[config.mk]
export PLATFORM = sky130hd
export DESIGN_NAME = direct_mapped_cache_tag_check
export DESIGN_NICKNAME = d
export VERILOG_FILES = /design/src/rtl/dmc_pkg.sv /design/src/rtl/dmc_tag_store.sv /design/src/rtl/direct_mapped_cache_tag_check.sv
export VERILOG_INCLUDE_DIRS = /design/src /design/src/rtl
export SDC_FILE = /design/constraint.sdc
export NUM_CORES = 2
export LEC_CHECK = 0
export ABC_AREA = 1
export BUFFER_PORTS_ARGS = -buffer_cell sky130_fd_sc_hd__clkbuf_2
export CAP_MARGIN = 20
export CORE_ASPECT_RATIO = 1.4
export CORE_UTILIZATION = 55
export CTS_CLUSTER_SIZE = 16
export DETAILED_ROUTE_END_ITERATION = 12
export PLACE_DENSITY = 0.71
export SLEW_MARGIN = 0
export SYNTH_ARGS = -nofsm -noshare
export SYNTH_HDL_FRONTEND = slang
export SYNTH_HIERARCHICAL = 1
export SYNTH_SLANG_ARGS = --single-unit
[constraint.sdc]
create_clock -name clk_i -period 13.22 [get_ports clk_i]
set_clock_uncertainty 0.05 [all_clocks]
set_input_delay 2.644 -clock clk_i [delete_from_list [all_inputs] [get_ports clk_i]]
set_output_delay 2.644 -clock clk_i [all_outputs]
set_load 0.01 [all_outputs]
[src/rtl/assert_macros.svh]
// Assertion macros shared by the RTL of the cache tag check block.
// Simulation builds get concurrent assertions; synthesis builds get nothing.
`ifndef ASSERT_MACROS_SVH
`define ASSERT_MACROS_SVH

`ifndef SYNTHESIS

// Property must hold at every clock edge outside reset.
`define ASSERT_PROP(label, clk, rst_n, prop) \
  label: assert property (@(posedge clk) disable iff (!rst_n) (prop)) \
    else $error("assertion failed");

// Condition must never be true at a clock edge outside reset.
`define ASSERT_NEVER(label, clk, rst_n, cond) \
  label: assert property (@(posedge clk) disable iff (!rst_n) !(cond)) \
    else $error("forbidden condition seen");

`else

`define ASSERT_PROP(label, clk, rst_n, prop)
`define ASSERT_NEVER(label, clk, rst_n, cond)

`endif

`endif

[src/rtl/dmc_pkg.sv]
// Shared types and constants of the direct-mapped cache tag check.
// No dependencies; used by dmc_tag_store and the top level.
package dmc_pkg;

  localparam int unsigned ADDR_W          = 32;
  localparam int unsigned MAX_LINES       = 64;
  localparam int unsigned LINE_W          = $clog2(MAX_LINES);
  localparam int unsigned OFFSET_W        = 4;
  localparam int unsigned INDEX_W         = 3;
  localparam int unsigned CFG_DATA_W      = 4;
  localparam int unsigned SHIFT_W         = 5;
  localparam logic [OFFSET_W-1:0] OFFSET_BITS_MAX   = 4'd12;
  localparam logic [INDEX_W-1:0]  INDEX_BITS_MAX    = 3'd6;
  localparam logic [OFFSET_W-1:0] OFFSET_BITS_RESET = 4'd4;
  localparam logic [INDEX_W-1:0]  INDEX_BITS_RESET  = 3'd3;

  typedef enum logic [0:0] {
    CFG_OFFSET_BITS = 1'b0,
    CFG_INDEX_BITS  = 1'b1
  } cfg_reg_e;

  typedef enum logic [1:0] {
    KIND_HIT        = 2'd0,
    KIND_COMPULSORY = 2'd1,
    KIND_CONFLICT   = 2'd2
  } miss_kind_e;

  // Refill request into the tag store.
  typedef struct packed {
    logic              en;
    logic [LINE_W-1:0] idx;
    logic [ADDR_W-1:0] tag;
  } tag_wr_t;

  // Registered lookup data out of the tag store.
  typedef struct packed {
    logic              valid;
    logic [ADDR_W-1:0] tag;
  } tag_rd_t;

endpackage

[src/rtl/dmc_tag_store.sv]
// Tag memory with per-line valid bits for the direct-mapped cache tag check.
// Depends on dmc_pkg. One synchronous read port and one write port.
module dmc_tag_store (
  input  logic                        clk_i,
  input  logic                        rst_ni,
  input  logic                        rd_en_i,
  input  logic [dmc_pkg::LINE_W-1:0]  rd_idx_i,
  output dmc_pkg::tag_rd_t            rd_o,
  input  dmc_pkg::tag_wr_t            wr_i
);
  import dmc_pkg::*;

  logic [ADDR_W-1:0]    tag_mem [MAX_LINES];
  logic [MAX_LINES-1:0] valid_q;
  logic [ADDR_W-1:0]    rd_tag_q;
  logic                 rd_valid_q;

  // Valid bits clear at reset, so lines never written read as empty.
  always_ff @(posedge clk_i or negedge rst_ni) begin
    if (!rst_ni) begin
      valid_q    <= '0;
      rd_valid_q <= 1'b0;
    end else begin
      if (wr_i.en) begin
        valid_q[wr_i.idx] <= 1'b1;
      end
      if (rd_en_i) begin
        rd_valid_q <= valid_q[rd_idx_i];
      end
    end
  end

  always_ff @(posedge clk_i) begin
    if (wr_i.en) begin
      tag_mem[wr_i.idx] <= wr_i.tag;
    end
    if (rd_en_i) begin
      rd_tag_q <= tag_mem[rd_idx_i];
    end
  end

  assign rd_o.valid = rd_valid_q;
  assign rd_o.tag   = rd_tag_q;

endmodule

[src/rtl/direct_mapped_cache_tag_check.sv]
// Top level of the direct-mapped cache tag check.
// Depends on dmc_pkg, dmc_tag_store and assert_macros.svh.
//
// Usage: a transaction is one 32-bit byte address on address_i, taken at a
// rising edge where start is high and busy is low. The address is split into
// offset, line index and tag using the offset_bits and index_bits registers
// (clamped to 12 and 6). The indexed line is looked up in a 64-entry tag
// memory; the result is a hit, a compulsory miss (line never filled) or a
// conflict miss (line holds another tag, which is evicted). Every miss
// refills the line with the new tag.
//
// Timing: the address indexes the tag memory at the accepting edge, the
// memory data is registered, and the compare, refill and counter update
// happen at the next edge. busy is high during that lookup, so a new
// transaction is accepted only after the previous lookup has completed.
// done_o rises with the result at the edge that completes the lookup.
// The receiver cannot stall; results are shown exactly once.
// Reset clears all valid bits at once (no clearing pass), both totals, and
// restores offset_bits to 4 and index_bits to 3. Configuration writes via
// cfg_we_i take effect at the next edge and should occur only while idle.
`include "assert_macros.svh"

module direct_mapped_cache_tag_check (
  input  logic                            clk_i,
  input  logic                            rst_ni,
  // Configuration write port
  input  logic                            cfg_we_i,
  input  logic                            cfg_idx_i,
  input  logic [dmc_pkg::CFG_DATA_W-1:0]  cfg_wdata_i,
  // Command channel
  input  logic                            start,
  output logic                            busy,
  input  logic [dmc_pkg::ADDR_W-1:0]      address_i,
  // Result channel
  output logic                            done_o,
  output logic                            hit_o,
  output logic [1:0]                      miss_kind_o,
  output logic                            evicted_o,
  output logic [dmc_pkg::LINE_W-1:0]      line_index_o,
  output logic [dmc_pkg::ADDR_W-1:0]      tag_value_o,
  output logic [dmc_pkg::ADDR_W-1:0]      hit_total_o,
  output logic [dmc_pkg::ADDR_W-1:0]      miss_total_o
);
  import dmc_pkg::*;

  // Configuration registers.
  logic [OFFSET_W-1:0] offset_bits_q;
  logic [INDEX_W-1:0]  index_bits_q;

  // Lookup stage: the transaction waiting for tag memory data.
  logic                busy_q;
  logic [LINE_W-1:0]   idx_q;
  logic [ADDR_W-1:0]   tag_q;

  // Result registers and running totals.
  logic                done_q;
  logic                hit_q;
  miss_kind_e          kind_q;
  logic                evicted_q;
  logic [ADDR_W-1:0]   hit_cnt_q;
  logic [ADDR_W-1:0]   miss_cnt_q;
  logic [LINE_W-1:0]   res_idx_q;
  logic [ADDR_W-1:0]   res_tag_q;

  logic                accept;
  logic [OFFSET_W-1:0] ob_eff;
  logic [INDEX_W-1:0]  ib_eff;
  logic [SHIFT_W-1:0]  tag_shift;
  logic [ADDR_W-1:0]   addr_sh;
  logic [LINE_W-1:0]   idx_mask;
  logic [LINE_W-1:0]   idx_d;
  logic [ADDR_W-1:0]   tag_d;

  tag_rd_t             rd;
  tag_wr_t             wr;
  logic                hit_d;
  miss_kind_e          kind_d;

  assign accept = start && !busy_q;
  assign busy   = busy_q;

  // Field extraction. Out-of-range register values are clamped to the maximum.
  always_comb begin
    ob_eff    = (offset_bits_q > OFFSET_BITS_MAX) ? OFFSET_BITS_MAX : offset_bits_q;
    ib_eff    = (index_bits_q > INDEX_BITS_MAX) ? INDEX_BITS_MAX : index_bits_q;
    tag_shift = SHIFT_W'(ob_eff) + SHIFT_W'(ib_eff);
    addr_sh   = address_i >> ob_eff;
    idx_mask  = ~({LINE_W{1'b1}} << ib_eff);
    idx_d     = addr_sh[LINE_W-1:0] & idx_mask;
    tag_d     = address_i >> tag_shift;
  end

  always_ff @(posedge clk_i or negedge rst_ni) begin
    if (!rst_ni) begin
      offset_bits_q <= OFFSET_BITS_RESET;
      index_bits_q  <= INDEX_BITS_RESET;
    end else if (cfg_we_i) begin
      case (cfg_reg_e'(cfg_idx_i))
        CFG_OFFSET_BITS: offset_bits_q <= cfg_wdata_i[OFFSET_W-1:0];
        CFG_INDEX_BITS:  index_bits_q  <= cfg_wdata_i[INDEX_W-1:0];
        default: ;
      endcase
    end
  end

  // The tag store is read at the accepting edge with the extracted index.
  dmc_tag_store u_tag_store (
    .clk_i    (clk_i),
    .rst_ni   (rst_ni),
    .rd_en_i  (accept),
    .rd_idx_i (idx_d),
    .rd_o     (rd),
    .wr_i     (wr)
  );

  // Classification of the looked-up line and the refill on a miss.
  always_comb begin
    hit_d = rd.valid && (rd.tag == tag_q);
    if (!rd.valid) begin
      kind_d = KIND_COMPULSORY;
    end else if (hit_d) begin
      kind_d = KIND_HIT;
    end else begin
      kind_d = KIND_CONFLICT;
    end
    wr.en  = busy_q && !hit_d;
    wr.idx = idx_q;
    wr.tag = tag_q;
  end

  always_ff @(posedge clk_i or negedge rst_ni) begin
    if (!rst_ni) begin
      busy_q     <= 1'b0;
      done_q     <= 1'b0;
      hit_cnt_q  <= '0;
      miss_cnt_q <= '0;
    end else begin
      busy_q <= accept;
      done_q <= busy_q;
      if (busy_q) begin
        if (hit_d) begin
          if (hit_cnt_q != '1) begin
            hit_cnt_q <= hit_cnt_q + 1'b1;
          end
        end else if (miss_cnt_q != '1) begin
          miss_cnt_q <= miss_cnt_q + 1'b1;
        end
      end
    end
  end

  always_ff @(posedge clk_i) begin
    if (accept) begin
      idx_q <= idx_d;
      tag_q <= tag_d;
    end
    if (busy_q) begin
      hit_q     <= hit_d;
      kind_q    <= kind_d;
      evicted_q <= (kind_d == KIND_CONFLICT);
      res_idx_q <= idx_q;
      res_tag_q <= tag_q;
    end
  end

  assign done_o       = done_q;
  assign hit_o        = hit_q;
  assign miss_kind_o  = kind_q;
  assign evicted_o    = evicted_q;
  assign line_index_o = res_idx_q;
  assign tag_value_o  = res_tag_q;
  assign hit_total_o  = hit_cnt_q;
  assign miss_total_o = miss_cnt_q;

  // Every result is preceded by a lookup.
  `ASSERT_PROP(a_done_after_lookup, clk_i, rst_ni, done_q |-> $past(busy_q))
  // The lookup lasts a single cycle, so busy never stays high longer.
  `ASSERT_PROP(a_lookup_one_cycle, clk_i, rst_ni, busy_q |=> !busy_q)
  // A hit reports the hit code and never an eviction.
  `ASSERT_NEVER(a_hit_consistent, clk_i, rst_ni,
                done_q && hit_q && (evicted_q || kind_q != KIND_HIT))
  // An eviction only comes with a conflict miss.
  `ASSERT_NEVER(a_evict_conflict, clk_i, rst_ni,
                done_q && (evicted_q != (kind_q == KIND_CONFLICT)))
  // The hit total moves only at the edge that produces a hit result.
  `ASSERT_PROP(a_hit_cnt_moves, clk_i, rst_ni,
               (hit_cnt_q != $past(hit_cnt_q)) |-> (done_q && hit_q))

endmodule

==> impl_metrics.env <==
export IMPL_whs_ns=0.4162
export IMPL_clk_path_buf_depth=3
export IMPL_cts_resized=0
export IMPL_synth_top_area_share_pct=67.74
export IMPL_critPathRequiredTime_ns=13.89
export IMPL_cp_arrival_ns=7.86
export IMPL_gp_congestion=0.9385
export IMPL_clkLatencyLatePin_ns=0.86
export IMPL_hold_path_class="reg2reg"
export IMPL_fillers=13260
export IMPL_synth_fp_nets=8504
export IMPL_dr_pass1_iters=12
export IMPL_syn_avg_cell_area_um2=11.32
export IMPL_via_count=67990
export IMPL_synth_area_top_cells="edfxtp_1 68%, nand2_1 9.6%, nand3_1 8.5%, dfrtp_1 3.5%, o21ai_0 2.0%"
export IMPL_critPathLaunchType="primary input"
export IMPL_areaGrowthSynthToFinish_pct=10.29
export IMPL_synth_cell_area_um2=95710
export IMPL_clock_sinks=2297
export IMPL_setup_slack_ns=6.034
export IMPL_drv_slew=0
export IMPL_routedWlPerCell_um=26.51
export IMPL_r2r_start="offset_bits_q[2]$_DFFE_PN1P_"
export IMPL_grt_pass1_wl_mm=419.1
export IMPL_cpMostUsedCell="nand2_1"
export IMPL_synth_ff_type="edfxtp_1"
export IMPL_yosysTopAreaCell="edfxtp_1"
export IMPL_irDropWorstVdd_uv=145.1
export IMPL_cts_setup_buffers=0
export IMPL_via_per_inst=6.223
export IMPL_yosysWarnings=6
export IMPL_crit_start="address_i[9]"
export IMPL_met3RoutedLength_mm=33.72
export IMPL_period_minus_slack_ns=7.186
export IMPL_drt_iter0_markers=10060
export IMPL_setup_viol=0
export IMPL_clock_root_buffer="clkbuf_16"
export IMPL_worst_setup_path_end_kind="flop"
export IMPL_cts_hold_buf=0
export IMPL_async_flop_share_pct=6.008
export IMPL_slowest_stage="buf_4"
export IMPL_fp_dieH_um=495.6
export IMPL_critical_path_class="in2reg"
export IMPL_violations="design-rule violations"
export IMPL_power_mw=19.01
export IMPL_num_nets_final=8519
export IMPL_grt_total_usage_pct=32.52
export IMPL_die_w_um=354.6
export IMPL_slowest_delay_ns=0.94
export IMPL_cap_violations=0
export IMPL_place_ws_ns=5.319
export IMPL_fin_crit_sh_pct=54.36
export IMPL_yosysSeqAreaShare_pct=71.35
export IMPL_fp_row_count=180
export IMPL_met2WireLength_mm=134.5
export IMPL_die_area_um2=175700
export IMPL_min_from="u_tag_store/valid_q[47]$_DFFE_PN0P_"
export IMPL_boundaryPins=149
export IMPL_antenna_found_initial=14
export IMPL_slew_headroom_pct=19.63
export IMPL_ys_ff_latch=2297
export IMPL_finalHoldViolCount=0
export IMPL_cts_max_level=4
export IMPL_grt_max_degree=198
export IMPL_clk_pin_slew_worst_paths_ns=0.06
export IMPL_hpwl_mm=160.8
export IMPL_yosys_cell_types_count=38
export IMPL_synth_edf_count=2159
export IMPL_tightest_slew_ns=1.205
export IMPL_portBuffers=148
export IMPL_fmax_mhz=139.2
export IMPL_power_leakage_nw=38.47
export IMPL_top_layer="met5"
export IMPL_cp_cell_sequence="clkbuf_2 > o21ai_0 > nand2_1 > o21ai_0 > o21ai_0 > nor2_1 > nor2_4 > buf_4 > inv_8 > buf_4 > buf_4 > o21ai_0 > o22ai_1 > nand2_1 > nand2_1 > nand2_1 > nand3_1 > nand3_1 > nand2_1"
export IMPL_final_cell_mix="2458 x nand2_1, 2159 x edfxtp_1, 1618 x nand3_1"
export IMPL_synthCells=8458
export IMPL_cts_buffers=204
export IMPL_drive_gt1_share_pct=9.057
export IMPL_first_global_vias=64210
export IMPL_grt_overflow_total=0
export IMPL_rsz0062_at_grt="no"
export IMPL_timing_critical_path_buf_inv=5
export IMPL_critPathMaxFanout=137
export IMPL_cts_tree="built"
export IMPL_postRouteAntennaNets=0
export IMPL_power_density_nw_per_um2=180.1
export IMPL_final_common_cell="nand2_1"
export IMPL_coreArea_um2=172300
export IMPL_path_delay_family="buffers and inverters"
export IMPL_fin_setup_tns_ns=0
export IMPL_wl_mm=289.6
export IMPL_status="finished with violations"
export IMPL_drc_errors=2
export IMPL_start_util_pct=55.55
export IMPL_wl_met1_mm=100.4
-- flip-flops by register name, indices dropped and copies added (netlist names), 32 cells and up --
| signal | cells |
|---|---|
| hit_total_o | 32 |
| miss_total_o | 32 |
| tag_q | 32 |
| tag_value_o | 32 |
| u_tag_store/rd_tag_q | 32 |
| u_tag_store/tag_mem | 2048 |
| u_tag_store/valid_q | 64 |
-- routing by layer --
metal / track usage [%] / vias up
met5: 0 / -
met4: 20.61 / 6
met3: 6.968 / 798
met2: 51.65 / 4446
met1: 40.82 / 33050
li1: - / 29690
-- logic make-up after synthesis --
kind of cell	count (synthesis)	share of synthesized area (%)
flops	2297	71.35
mux	6	0.06275
xor+xnor	51	0.4667
simple gates	4702	21.03
compound gates	640	3.561
buf+inv	757	3.464
fa+ha+maj	5	0.06536
-- worst register-to-register path, stage by stage (launching register included) --
cell	delay, ns
dfstp_2	0.68
nand2_2	0.15
nand2_1	0.45
inv_1	0.37
nand2_1	0.15
o21ai_0	0.09
nand2_1	0.08
o21ai_0	0.07
nor2_1	0.17
nor2_4	0.04
buf_4	0.37
inv_8	0.74
buf_4	1.02
buf_4	0.75
o21ai_0	0.25
o22ai_1	0.21
nand2_1	0.09
nand2_1	0.27
nand2_1	0.09
nand3_1	0.21
nand3_1	0.12
nand2_1	0.09
-- worst paths after layout --
path | end | slack [ns] | cells after the start
setup / recovery | u_tag_store/rd_tag_q[3]$_DFFE_PP_ | 6.03 | 19
hold / removal | u_tag_store/valid_q[47]$_DFFE_PN0P_ | 0.42 | 1
setup reg to reg | u_tag_store/rd_tag_q[3]$_DFFE_PP_ | 6.59 | 21
hold reg to reg | u_tag_store/valid_q[47]$_DFFE_PN0P_ | 0.42 | 1
max in group asynchronous | busy$_DFF_PN0_ | 10.13 | 2
min in group asynchronous | miss_total_o[31]$_DFFE_PN0P_ | 1.65 | 1
-- power by group --
part | switching [mW] | internal [mW]
registers | 0.143 | 8.46
clock network | 2.63 | 3.23
logic | 3.48 | 1.08
total | 6.25 | 12.8
-- area by class of cell --
class | count | area, um^2 | share of cell area (%)
multi-input cells | 5404 | 24650 | 23.36
inverters | 234 | 903.4 | 0.8558
well taps | 2275 | 2846 | 2.697
flip-flops and latches | 2297 | 68290 | 64.70
diodes | 6 | 15.01 | 0.01422
clock buffers | 277 | 5554 | 5.262
clock inverters | 101 | 975.9 | 0.9245
repair buffers | 332 | 2318 | 2.196
-- synth_stat cells, drive strengths merged, types with 5 or more instances --
library cell  instances
nand2              2462
edfxtp             2159
nand3              1621
nor2                449
o21ai               418
buf                 310
inv                 229
clkbuf              213
dfrtp               135
o22ai               128
a21oi                79
or2                  70
nand4                51
xor2                 30
nor3                 29
xnor2                21
o211ai               11
nand3b                9
nor4                  8
mux2i                 6
clkinv                5
ha                    5
-- per-stage QoR --
| stage | utilization (%) | instance area (um^2) | instances |
|---|---|---|---|
| finish | 61.27 | 105600 | 10930 |
| CTS | 61.26 | 105500 | 10920 |
| floorplan | - | 95710 | 8458 |
| global route | 61.26 | 105500 | 10920 |
| detailed placement | 57.47 | 99020 | 10540 |
| global placement | 57.44 | 98960 | 10540 |
Note: power is estimated with default switching activity, not from simulation.
